===== src/design/scrolling_three_trace_plotter_core_defines.svh =====
// Assertion macros for the plotter RTL.
// Each macro expects the enclosing module to have clk; STTP_ASSERT also arst_n.
`ifndef SCROLLING_THREE_TRACE_PLOTTER_CORE_DEFINES_SVH
`define SCROLLING_THREE_TRACE_PLOTTER_CORE_DEFINES_SVH

// Checked on every rising edge outside reset.
`define STTP_ASSERT(label, prop, msg) \
	label: assert property (@(posedge clk) disable iff (!arst_n) (prop)) else $error(msg);

// Checked on every rising edge, reset included.
`define STTP_ASSERT_ALWAYS(label, prop, msg) \
	label: assert property (@(posedge clk) (prop)) else $error(msg);

`endif


===== src/design/sttp_pkg.sv =====
package sttp_pkg;

	localparam int ROW_W    = 10;
	localparam int COL_W    = 11;
	localparam int SAMPLE_W = 16;
	localparam int PIX_W    = 20;
	localparam int COLOR_W  = 8;
	localparam int QUOT_W   = 14;
	localparam int AXES     = 3;

	localparam int FIRST_COLUMN = 3;

	// Reciprocal of five scaled by 2^18; by 2^19 it serves for ten.
	localparam logic [15:0] RECIP_FIVE  = 16'd52429;
	localparam int          SHIFT_FIVE  = 18;
	localparam int          SHIFT_TEN   = 19;

	localparam logic [ROW_W-1:0] CENTER_ROW_RESET = 10'd300;
	localparam logic [ROW_W-1:0] MAX_ROW_RESET    = 10'd600;

	localparam logic [COLOR_W-1:0] COLOR_ON  = 8'hFF;
	localparam logic [COLOR_W-1:0] COLOR_OFF = 8'h00;

	// Register indexes, taken from paddr[2].
	localparam logic REG_CENTER_ROW = 1'b0;
	localparam logic REG_MAX_ROW    = 1'b1;

	typedef logic [AXES-1:0][SAMPLE_W-1:0] samples_t;
	typedef logic [AXES-1:0][ROW_W-1:0]    rows_t;

	typedef struct packed {
		rows_t            rows;
		rows_t            old;
		logic [COL_W-1:0] col;
		logic             first;
	} job_t;

endpackage


===== src/design/sttp_row_map.sv =====
module sttp_row_map (
	input  logic              clk,
	input  logic              load,
	input  sttp_pkg::samples_t samples,
	input  logic [9:0]        center_row,
	input  logic [9:0]        max_row,
	output sttp_pkg::rows_t   rows
);
	import sttp_pkg::*;

	logic [AXES-1:0][QUOT_W-1:0] quot_s1;
	logic [AXES-1:0]             neg_s1;

	// Magnitude times the reciprocal, registered; the shift is only wiring.
	always_ff @(posedge clk) begin
		for (int a = 0; a < AXES; a++) begin
			logic [SAMPLE_W:0]    ext;
			logic [SAMPLE_W:0]    mag;
			logic [SAMPLE_W+16:0] prod;
			ext  = {samples[a][SAMPLE_W-1], samples[a]};
			mag  = samples[a][SAMPLE_W-1] ? ((SAMPLE_W+1)'(0) - ext) : ext;
			prod = (SAMPLE_W+17)'(mag) * (SAMPLE_W+17)'(RECIP_FIVE);
			if (load) begin
				neg_s1[a]  <= samples[a][SAMPLE_W-1];
				quot_s1[a] <= (a == AXES - 1) ? QUOT_W'(prod >> SHIFT_TEN)
				                              : QUOT_W'(prod >> SHIFT_FIVE);
			end
		end
	end

	always_comb begin
		for (int a = 0; a < AXES; a++) begin
			logic signed [15:0] r;
			r = neg_s1[a] ? ($signed({6'd0, center_row}) + $signed({2'd0, quot_s1[a]}))
			              : ($signed({6'd0, center_row}) - $signed({2'd0, quot_s1[a]}));
			if (r[15])
				rows[a] = '0;
			else if (r > $signed({6'd0, max_row}))
				rows[a] = max_row;
			else
				rows[a] = r[ROW_W-1:0];
		end
	end

endmodule


===== config.mk =====
export PLATFORM = sky130hd
export DESIGN_NAME = sttp_row_map
export DESIGN_NICKNAME = d
export VERILOG_FILES = /design/src/design/scrolling_three_trace_plotter_core_defines.svh /design/src/design/sttp_pkg.sv /design/src/design/sttp_row_map.sv
export SDC_FILE = /design/constraint.sdc
export NUM_CORES = 1
export LEC_CHECK = 0
export ABC_AREA = 1
export BUFFER_PORTS_ARGS = -buffer_cell sky130_fd_sc_hd__buf_2
export CAP_MARGIN = 25
export CORE_MARGIN = 2
export CORE_UTILIZATION = 52
export CTS_CLUSTER_SIZE = 14
export DETAILED_ROUTE_END_ITERATION = 8
export MAX_ROUTING_LAYER = met4
export PLACE_DENSITY = 0.69
export SETUP_SLACK_MARGIN = 0.4
export SLEW_MARGIN = 40
export SYNTH_ARGS = -nofsm -noshare
export SYNTH_HDL_FRONTEND = slang
export SYNTH_SLANG_ARGS = --single-unit
export TNS_END_PERCENT = 10

===== constraint.sdc =====
create_clock -name clk -period 20.6 [get_ports clk]
set_clock_uncertainty 0.2 [all_clocks]
set_input_delay 4.12 -clock clk [delete_from_list [all_inputs] [get_ports clk]]
set_output_delay 4.12 -clock clk [all_outputs]
set_load 0.005 [all_outputs]

==> impl_results.md <==
- PortBufs: 99
- Final Util: 55.6%
- Fin cells: 3615
- Deepest clock path buffer count: 2
- Clock transition at path regs: 0.07 ns
- Layout area overhead: 5.91%
- CP Data Arrival Time: 7.64 ns
- WP buf/inv: 4
- Die width: 212 µm
- Crit Path Max Fanout: 18
- Post-route cell area: 0.0239 mm²
- CP cell instances: buf_2 > inv_1 > fa_1 > o21ai_1 > nand2_1 > nor2_2 > nor2_2 > o21ai_0 > xor2_1 > inv_1 > ha_1 > nand2_1 > nor2_1 > a21oi_1 > o21ai_0 > nand2_1 > nand3_1 > a21oi_4 > nand2_4 > nor2_1 > nor2_1 > buf_2
- F_max: 83.6 MHz
- NumNets Final: 3841
- Setup crit start kind: input port
- Syn avg cell area: 7.72 µm²
- DRC: 0
- Gate Count Post-Synth: 2922
- Final Max Tran Viols: 0
- Fin crit share: 58.1%
- EDFF count, synth: 45
- DP Area: 0.0238 mm²
- Core ar.: 0.0430 mm²
- CTS HTree Levels: 2
- Number of placed cells counting well taps: 3607
- Min-delay worst type: in2reg
- CP required: 16.28 ns
- DRT Pass-1 Iters: 7
- Worst path top cell family by delay: simple AND/OR/NAND/NOR gates
- Setup TNS: 0 ns
- Setup bufs post-CTS: 0
- YS warnings: 0
- Number of global-route vias before repair: 18800
- Setup violators final: 0
- Slew @ Worst Pin: 0.796 ns
- Row count: 76
- Final Hold Vio Count: 0
- Asr flop ratio synth: 0%
- Via count: 18900
- Layout cells sized above 1: 5.31%
- Wire per inst: 15.9 µm
- Synth top area cells: ha_1 27%, fa_1 23%, inv_1 12%
- Clk root buf: clkbuf_16
- RSZ-0062 raised after global routing: false
- GP Congestion: 0.965
- Initial antenna violation count: 0
- Biggest area consumer among synthesized cells: ha_1
- Clock sinks: 45
- Most used DFF post-synth: edfxtp_1
- Cell variety after synth: 58
- Post-synthesis sequential area ratio: 5.99%
- Hpwl dp: 51800 µm
- Vias per inst: 5.23
- CTS resizes: 0
- Gr usage total: 26.6%
- Pin count of the biggest net entering global routing: 46
- #FFs+latches synth: 45
- Gr ovfl total: 0
- Most frequent cell after synthesis: inv_1
- Synth top area share: 26.7%
- Worst path slowest cell: fa_1
- 1st-iter DRT viols: 1034
- Mapped Area: 0.0226 mm²
- Top post-synthesis cells by count: 717 x inv_1, 481 x ha_1, 459 x nand2_1
- Hold_buf cts: 0
- Top Ports: 100
- First-pass GRT wire length: 93300 µm
- Max-cap violations: 0
- Total routed wirelength: 57400 µm
- CP peak stage delay: 0.50 ns
- TritonCTS clock tree: done
- Rel. slew slack: 46.4%
- Remaining antenna violation count: 0
- Crit Path Class: in2out
- Diodes inserted: 0
- Status: complete, no violations
- Worst setup EP type: output port
- Die Y: 212 µm
- Die area: 0.0451 mm²
- Starting Density: 52.5%
- Clock buffer count from CTS: 5
- Fin crit period: 11.96 ns
-- path summary, 6_finish.rpt --
kind / startpoint / end / slack [ns] / cells after the start
worst max-delay path: center_row[1] / rows[17] / 8.64 / 22
worst min-delay path: samples[47] / neg_s1[2] / 4.02 / 1
-- kinds of logic (layout without fill, tap and decap cells) --
logic type | Yosys count | count (layout) | synth area share (%)
AND/OR/NAND/NOR | 865 | 865 | 16.2
flip-flops | 45 | 45 | 5.99
adder cells (fa/ha/maj) | 742 | 742 | 49.8
buffers and inverters | 751 | 839 | 12.7
AO/OA/AOI/OAI | 374 | 374 | 9.63
other | 2 | 22 | 0.0333
XOR/XNOR | 141 | 141 | 5.47
multiplexers | 2 | 2 | 0.0887
-- metal layers --
metal / vias to the layer above / track usage, % / part of all wire, %
li1: 9414 / - / -
met1: 9008 / 35.6 / 46
met2: 420 / 45.0 / 48
met3: 64 / 1.73 / 4.0
met4: 0 / 5.26 / 2.1
met5: - / - / 0
-- layout by cell type (no fill, tap or decap), drive strengths merged, types with 47 or more instances in the layout --
cell type	count
inv	731
ha	481
nand2	465
fa	261
nor2	211
a21oi	173
xor2	109
o21ai	104
buf	101
nand3	86
nor3	47
-- flip-flops by register name (all words and copies together), names as in the netlist --
register / cells
quot_s1: 42
neg_s1: 3
-- layout make-up --
class | count | area [µm²]
clock buffers | 5 | 125
clock inverters | 3 | 21.3
fillers | 4118 | 19100
inverters | 730 | 2740
multi-input cells | 2146 | 18400
flip-flops and latches | 45 | 1350
well taps | 585 | 732
repair buffers | 101 | 513
-- per-stage QoR --
stage / hold slack (ns) / setup slack (ns)
floorplan: 4.02 / 9.40
global placement: 4.31 / 8.68
detailed placement: 4.32 / 8.64
CTS: 4.00 / 8.62
global route: 4.00 / 8.28
finish: 4.02 / 8.64
Power is left out: the tool's default activity adds up to more than one toggle a clock period on the data nets, which glitch-free logic cannot reach.
