==> config.mk <==
export PLATFORM = sky130hd
export DESIGN_NAME = sttp_emitter
export DESIGN_NICKNAME = d
export VERILOG_FILES = /design/src/design/sttp_pkg.sv /design/src/design/sttp_emitter.sv
export VERILOG_INCLUDE_DIRS = /design/src /design/src/design
export SDC_FILE = /design/constraint.sdc
export NUM_CORES = 1
export LEC_CHECK = 0
export BUFFER_PORTS_ARGS = -buffer_cell sky130_fd_sc_hd__buf_4
export CORE_MARGIN = 10
export CORE_UTILIZATION = 52
export DETAILED_ROUTE_END_ITERATION = 8
export PLACE_DENSITY = 0.79
export RECOVER_POWER = 25
export SYNTH_ARGS = -nofsm -noshare
export SYNTH_HDL_FRONTEND = slang
export SYNTH_SLANG_ARGS = --single-unit
==> constraint.sdc <==
create_clock -name clk -period 3.77 [get_ports clk]
set_input_delay 0.1885 -clock clk [delete_from_list [all_inputs] [get_ports clk]]
set_output_delay 0.1885 -clock clk [all_outputs]
set_load 0.1 [all_outputs]
==> src/design/scrolling_three_trace_plotter_core_defines.svh <==
// Assertion macros for the plotter RTL.
// Each macro expects the enclosing module to have clk; STTP_ASSERT also arst_n.
`ifndef SCROLLING_THREE_TRACE_PLOTTER_CORE_DEFINES_SVH
`define SCROLLING_THREE_TRACE_PLOTTER_CORE_DEFINES_SVH

// Checked on every rising edge outside reset.
`define STTP_ASSERT(label, prop, msg) \
	label: assert property (@(posedge clk) disable iff (!arst_n) (prop)) else $error(msg);

// Checked on every rising edge, reset included.
`define STTP_ASSERT_ALWAYS(label, prop, msg) \
	label: assert property (@(posedge clk) (prop)) else $error(msg);

`endif

==> src/design/sttp_pkg.sv <==
package sttp_pkg;

	localparam int ROW_W    = 10;
	localparam int COL_W    = 11;
	localparam int SAMPLE_W = 16;
	localparam int PIX_W    = 20;
	localparam int COLOR_W  = 8;
	localparam int QUOT_W   = 14;
	localparam int AXES     = 3;

	localparam int FIRST_COLUMN = 3;

	// Reciprocal of five scaled by 2^18; by 2^19 it serves for ten.
	localparam logic [15:0] RECIP_FIVE  = 16'd52429;
	localparam int          SHIFT_FIVE  = 18;
	localparam int          SHIFT_TEN   = 19;

	localparam logic [ROW_W-1:0] CENTER_ROW_RESET = 10'd300;
	localparam logic [ROW_W-1:0] MAX_ROW_RESET    = 10'd600;

	localparam logic [COLOR_W-1:0] COLOR_ON  = 8'hFF;
	localparam logic [COLOR_W-1:0] COLOR_OFF = 8'h00;

	// Register indexes, taken from paddr[2].
	localparam logic REG_CENTER_ROW = 1'b0;
	localparam logic REG_MAX_ROW    = 1'b1;

	typedef logic [AXES-1:0][SAMPLE_W-1:0] samples_t;
	typedef logic [AXES-1:0][ROW_W-1:0]    rows_t;

	typedef struct packed {
		rows_t            rows;
		rows_t            old;
		logic [COL_W-1:0] col;
		logic             first;
	} job_t;

endpackage

==> src/design/sttp_emitter.sv <==
`include "scrolling_three_trace_plotter_core_defines.svh"

module sttp_emitter #(
	parameter int FRAME_WIDTH = 1024
) (
	input  logic           clk,
	input  logic           arst_n,
	input  logic           job_valid,
	input  sttp_pkg::job_t job,
	output logic           job_ready,
	output logic           m_tvalid,
	input  logic           m_tready,
	output logic [47:0]    m_tdata,
	output logic           m_tlast
);
	import sttp_pkg::*;

	localparam logic [2:0] STEP_ERASE_X = 3'd0;
	localparam logic [2:0] STEP_DRAW_X  = 3'd1;
	localparam logic [2:0] STEP_LAST    = 3'd5;
	localparam logic [1:0] AXIS_X = 2'd0;
	localparam logic [1:0] AXIS_Y = 2'd1;
	localparam logic [1:0] AXIS_Z = 2'd2;

	job_t               job_q;
	logic               busy_q;
	logic [2:0]         step_q;
	logic               out_valid_q;
	logic [PIX_W-1:0]   pix_q;
	logic [COLOR_W-1:0] b0_q, b1_q, b2_q;
	logic               last_q;

	logic               out_free, issue, last_step, load, draw;
	logic [1:0]         axis;
	logic [ROW_W-1:0]   row_sel;
	logic [PIX_W-1:0]   pix_next;

	assign out_free  = !out_valid_q || m_tready;
	assign issue     = busy_q && out_free;
	assign last_step = (step_q == STEP_LAST);
	assign job_ready = !busy_q || (issue && last_step);
	assign load      = job_valid && job_ready;
	assign axis      = step_q[2:1];
	assign draw      = step_q[0];

	always_comb begin
		case (axis)
			AXIS_X:  row_sel = draw ? job_q.rows[0] : job_q.old[0];
			AXIS_Y:  row_sel = draw ? job_q.rows[1] : job_q.old[1];
			AXIS_Z:  row_sel = draw ? job_q.rows[2] : job_q.old[2];
			default: row_sel = '0;
		endcase
		pix_next = PIX_W'(row_sel) * PIX_W'(FRAME_WIDTH) + PIX_W'(FRAME_WIDTH)
		         - PIX_W'(job_q.col);
	end

	always_ff @(posedge clk or negedge arst_n) begin
		if (!arst_n) begin
			busy_q      <= 1'b0;
			step_q      <= STEP_ERASE_X;
			out_valid_q <= 1'b0;
		end else begin
			if (load) begin
				busy_q <= 1'b1;
				step_q <= job.first ? STEP_DRAW_X : STEP_ERASE_X;
			end else if (issue && last_step) begin
				busy_q <= 1'b0;
			end else if (issue) begin
				step_q <= step_q + (job_q.first ? 3'd2 : 3'd1);
			end
			if (issue)
				out_valid_q <= 1'b1;
			else if (m_tready)
				out_valid_q <= 1'b0;
		end
	end

	always_ff @(posedge clk) begin
		if (load)
			job_q <= job;
		if (issue) begin
			pix_q  <= pix_next;
			b0_q   <= (draw && axis == AXIS_X) ? COLOR_ON : COLOR_OFF;
			b1_q   <= (draw && axis == AXIS_Z) ? COLOR_ON : COLOR_OFF;
			b2_q   <= (draw && axis == AXIS_Y) ? COLOR_ON : COLOR_OFF;
			last_q <= last_step;
		end
	end

	assign m_tvalid = out_valid_q;
	assign m_tdata  = {4'd0, b2_q, b1_q, b0_q, pix_q};
	assign m_tlast  = last_q;

	`STTP_ASSERT(a_no_job_while_blocked, busy_q && out_valid_q && !m_tready |-> !job_ready, "job taken while output stalled")
	`STTP_ASSERT(a_last_is_draw, out_valid_q && last_q |-> (b0_q | b1_q | b2_q) != COLOR_OFF, "last write is not a draw")
	`STTP_ASSERT(a_first_sweep_no_erase, busy_q && job_q.first |-> draw, "erase issued during first sweep")

endmodule

==> results of run 1 <==
flip-flops by register name (all words and copies together), names as in the netlist:
| name | cells |
|---|---|
| job_q | 72 |
| pix_q | 20 |
| step_q | 3 |
| b0_q | 1 |
| b1_q | 1 |
| b2_q | 1 |
| busy_q | 1 |
| m_tlast | 1 |
| m_tvalid | 1 |
synth_stat cells, drive strengths merged, types with 2 or more instances:
cell	number	area (µm²)
buf	31	235
and2	2	15.0
o21ai	18	109
inv	16	60.1
nor4	3	48.8
mux2	2	22.5
nand2	26	100
dfrtp	5	125
a21oi	5	32.5
xnor2	14	123
a31oi	2	12.5
mux4	2	45.0
a21o	3	22.5
and3	2	12.5
nand3	6	42.5
o211ai	8	60.1
o21a	3	22.5
nand2b	4	25.0
edfxtp	96	2880
xor2	6	52.6
nor2b	6	37.5
mux2i	17	170
clkbuf	5	18.8
nor3	4	20.0
nor2	9	33.8
ha	12	150
worst min-delay path by stage:
stage | start | to | slack, ns | cells past startpoint
after floorplan | arst_n | busy_q | -0.11 | 0
after global placement | arst_n | m_tvalid | -0.006 | 1
after detailed placement | arst_n | step_q[0] | 0.0001 | 1
after CTS | job[48] | job_q[48] | 0.001 | 1
after global routing | job[70] | job_q[70] | 0.02 | 1
final | job[69] | job_q[69] | 0.04 | 1
repair_timing:
action	4_1_cts	5_1_grt
hold buffers	34	27
gates resized for setup	0	0
buffers inserted	0	0
hold endpoints to repair	38	27
critical path: cells and delay by family (launching register included):
kind / cells / cell delay (ns)
compound gates: 7 / 1.29
flops: 1 / 0.63
fa+ha+maj: 1 / 0.39
buf+inv: 1 / 0.27
simple gates: 2 / 0.14
xor+xnor: 1 / 0.11
per-stage QoR:
| stage | setup WS [ns] | cells | hold slack [ns] | utilization |
|---|---|---|---|---|
| after CTS | 0.711 | 577 | 0.00104 | 0.693 |
| after global placement | 0.843 | 527 | -0.00631 | 0.629 |
| final | 0.683 | 605 | 0.0381 | 0.723 |
| after global routing | 0.455 | 605 | 0.0220 | 0.723 |
| after floorplan | 0.870 | 328 | -0.107 | - |
| after detailed placement | 0.733 | 527 | 0.000106 | 0.629 |
cells by family (layout without fill, tap and decap cells):
logic type               Yosys count  in the layout  synth area share
flip-flops                       101            101             0.648
AND/OR/NAND/NOR                   67             67            0.0801
buffers and inverters             52            220            0.0677
AO/OA/AOI/OAI                     50             50            0.0777
multiplexers                      21             21            0.0512
XOR/XNOR                          20             20            0.0377
adder cells (fa/ha/maj)           13             13            0.0367
other                              1              5          0.000808
final cells by class:
class | instances | area, µm² | area share
Sequential cell | 101 | 3010 | 0.477
Timing Repair Buffer | 188 | 1560 | 0.247
Multi-Input combinational cell | 175 | 1330 | 0.211
Tap cell | 108 | 135 | 0.0214
Clock buffer | 10 | 128 | 0.0202
Clock inverter | 6 | 85.1 | 0.0135
Inverter | 16 | 60.1 | 0.00953
Antenna cell | 1 | 2.50 | 0.000397
layer usage:
metal | share of wire | wire, µm
met1 | 0.37 | 4290
met2 | 0.53 | 6130
met3 | 0.085 | 976
met4 | 0.013 | 153
met5 | 0 | 0
==> results_dict.tcl, run 1 <==
set metrics [dict create \
    crit_arrival_ns 3.18 \
    min_period_ns 3.09 \
    synth-seq-cells 101 \
    final_hold_viol_count 0 \
    gp_congestion 0.819 \
    hpwl_um 7560 \
    nFillCells 521 \
    max_stage_delay_ns 0.63 \
    clk_pin_slew_ns 0.10 \
    die_area_um2 13100 \
    areaGrowthSynthToFinish_pct 35.9 \
    cts_buffers 9 \
    io_pins 127 \
    final_antenna_net_count 0 \
    cp.required_ns 3.87 \
    worst_skew_pair.late_latency_ns 0.35 \
    critPathCaptureType "register" \
    core_um2 8720 \
    top_usage_layer "met2" \
    run_status "finished clean" \
    layout.nets 580 \
    max_slew_margin 0.362 \
    grt_overflow 0 \
    rsz0062_at_grt "no" \
    setup.worst_path.end "pix_q[19]" \
    initial_core_util 0.532 \
    cap_violations 0 \
    grt.total_usage 0.161 \
    finalSetupViolCount 0 \
    mostFrequentLayoutCells "96 x edfxtp_1, 70 x buf_4, 61 x dlygate4sd3_1" \
    syn_avg_cell_area_um2 14.3 \
    yosys_warnings 0 \
    tightest_slew_ns 0.957 \
    drc 0 \
    die_y_um 114 \
    layout-drive-gt1-share 0.315 \
    clock_sink_count 101 \
    wirelength_um 11500 \
    cts_root_buf "clkbuf_8" \
    fin_area_um2 6300 \
    slew_viol_final 0 \
    r2r_end "pix_q[19]" \
    grt_pass1_wl_um 16800 \
    synth_edf_count 96 \
    final_common_cell "edfxtp_1" \
    finalCritPeriodShare 0.819 \
    grt_pass1_vias 3208 \
    drtIter0Drc 229 \
    grt_max_degree 76 \
    gr-usage-met1 0.190 \
    synth_flop_cell "edfxtp_1" \
    async_flop_share 0.0495 \
    rows 34 \
    path_cells "buf_4 > nor2_1 > a22o_1 > nand2_1 > o31a_1 > o21ai_0 > ha_1 > a21oi_2 > o21a_1 > o21ai_2 > a221oi_2 > xor2_1" \
    wire_per_inst_um 19.1 \
    synthCells 325 \
    die-width_um 114 \
    critPathLaunchType "register" \
    max_freq_ghz 0.324 \
    seq_area_frac_synth 0.648 \
    viasPerCell 5.11 \
    hold_path.class "in2reg" \
    crit_start "step_q[2]" \
    dr.pass1.iters 4 \
    reg2reg_from "step_q[2]" \
    r2r_cells 12 \
    post_dp_cell_area_um2 5490 \
    critPathKind "reg2reg" \
    h-tree-depth 3 \
    io_buffers 122 \
    crit_fanout 15 \
    cts_tree "done" \
    antenna_found_initial 1 \
    cpMaxStageDelayCell "dfrtp_1" \
    via_count 3092 \
    final.setup.tns_ns 0 \
    clock_skew_ns 0.00884 \
    use_met2 0.266 \
    cts.path.max_buffers 2 \
    r2r_slack_ns 0.68 \
    ys_types 54 \
    syn-cell-area_um2 4640 \
    grtUsageMet3 0.0545 \
]
Power of run 1 is not shown: default switching activity piles up to over one toggle a cycle in this logic, so the estimate is an artifact.
==> run 2: changes to the inputs <==
- CORE_UTILIZATION: 52 -> 47
- PLACE_DENSITY: 0.79 -> 0.76
- clock period: 3.77 -> 2.7 ns (I/O delays scaled with it)
==> results_dict.tcl, run 2 (same netlist as run 1, synthesis figures left out) <==
set metrics [dict create \
    critPathKind "reg2reg" \
    whs_path_depth 3 \
    top_usage_layer "met2" \
    reg2reg_from "step_q[1]" \
    crit_start "step_q[1]" \
    drc 0 \
    largest_register_ffs 72 \
    h-tree-depth 3 \
    initial_core_util 0.479 \
    areaGrowthSynthToFinish_pct 44.7 \
    cap_violations 0 \
    wire_per_inst_um 17.3 \
    grtUsageMet3 0.0557 \
    fin_ws_ns 0.0285 \
    use_met2 0.280 \
    finalSetupViolCount 0 \
    core_um2 9680 \
    grt_overflow 0 \
    mostFrequentLayoutCells "96 x edfxtp_1, 83 x buf_4, 74 x dlygate4sd3_1" \
    via_count 3183 \
    cts.path.max_buffers 2 \
    cts_tree "done" \
    nFillCells 622 \
    hp-start "m_tready" \
    io_buffers 122 \
    slew_viol_final 0 \
    crit_fanout 5 \
    critPathLaunchType "register" \
    gr-usage-met1 0.164 \
    final_common_cell "edfxtp_1" \
    rsz0062_at_grt "yes" \
    clock_sink_count 101 \
    top_register "job_q" \
    die_area_um2 14200 \
    grt_max_degree 33 \
    antenna_found_initial 0 \
    drtIter0Drc 157 \
    tightest_slew_ns 0.699 \
    layout-drive-gt1-share 0.360 \
    clock_skew_ns 0.0153 \
    critPathCaptureType "register" \
    layout.nets 612 \
    wirelength_um 11400 \
    grt_pass1_vias 3406 \
    io_pins 127 \
    clk_pin_slew_ns 0.10 \
    cts_buffers 9 \
    dr.pass1.iters 4 \
    finalCritPeriodShare 0.989 \
    min_period_ns 2.67 \
    final_hold_viol_count 0 \
    max_slew_margin 0.534 \
    grt_pass1_wl_um 17600 \
    cts_root_buf "clkbuf_8" \
    r2r_cells 11 \
    max_freq_ghz 0.374 \
    hpwl_um 7400 \
    grt.total_usage 0.156 \
    hold_path.class "in2reg" \
    largest_registers "job_q (72), pix_q (20), step_q (3)" \
    crit_arrival_ns 2.88 \
    die-width_um 119 \
    rows 36 \
    dp_slack_ns 0.0219 \
    die_y_um 119 \
    n_antenna_cell 0 \
    viasPerCell 4.82 \
    final_antenna_net_count 0 \
    cp.required_ns 2.91 \
    gp_congestion 0.847 \
    run_status "finished clean" \
    worst_skew_pair.late_latency_ns 0.37 \
]
-- run 2: changes by cell type in the layout (fill, tap and decap cells not counted), sizes merged --
| cell | before | now |
|---|---|---|
| dlygate4sd3 | 61 | 74 |
| clkbuf | 67 | 65 |
| buf | 70 | 90 |
| diode | 1 | 0 |
| inv | 17 | 20 |
| bufinv | 2 | 0 |
-- run 2: metrics by stage --
| stage | TNS [ns] | hold WS (ns) | utilization | instance area, µm² | cells |
|---|---|---|---|---|---|
| final | 0 | 0.0714 | 0.693 | 6710 | 661 |
| after global routing | -0.113 | 0.0608 | 0.693 | 6710 | 661 |
| after CTS | 0 | 0.0533 | 0.677 | 6560 | 653 |
| after detailed placement | 0 | -0.0554 | 0.581 | 5630 | 563 |
| after global placement | 0 | -0.0575 | 0.581 | 5630 | 563 |
| after floorplan | 0 | -0.161 | - | 4650 | 328 |
-- run 2: worst paths after layout --
check | slack (ns) | to
max | 0.03 | pix_q[16]
min | 0.07 | m_tvalid
max reg2reg | 0.03 | pix_q[16]
min reg2reg | 0.47 | pix_q[0]
max in group asynchronous | 2.31 | step_q[0]
min in group asynchronous | 0.16 | step_q[1]
-- run 2: area by class of cell --
cell class,count,area [µm²],share of cell area
clock inverter,7,62.6,0.00932
inverter,16,60.1,0.00895
timing repair buffer,220,1880,0.280
clock buffer,9,124,0.0184
multi-input combinational,175,1410,0.210
sequential,101,3010,0.448
tap,133,166,0.0248
-- run 2: per-layer routing --
metal | routed length (µm) | up-vias
li1 | - | 1555
met1 | 4210 | 1493
met2 | 6100 | 120
met3 | 881 | 15
met4 | 227 | 0
met5 | 0 | -
-- run 2: what timing repair did --
action                     4_1_cts  5_1_grt
gates resized for setup          0       25
setup endpoints to repair        0        6
hold endpoints to repair        78        0
setup buffers                    0        8
hold buffers                    74        0
-- run 2: worst max-delay path: stages (launching register included) --
cell	delay (ns)
dfrtp_1	0.43
buf_6	0.14
buf_4	0.14
mux2i_1	0.19
o21ai_0	0.13
o21ai_2	0.22
inv_1	0.07
ha_1	0.35
nor2b_1	0.15
nor2_1	0.14
mux2_2	0.36
a211oi_2	0.20
Power of run 2 is left out for the same reason.
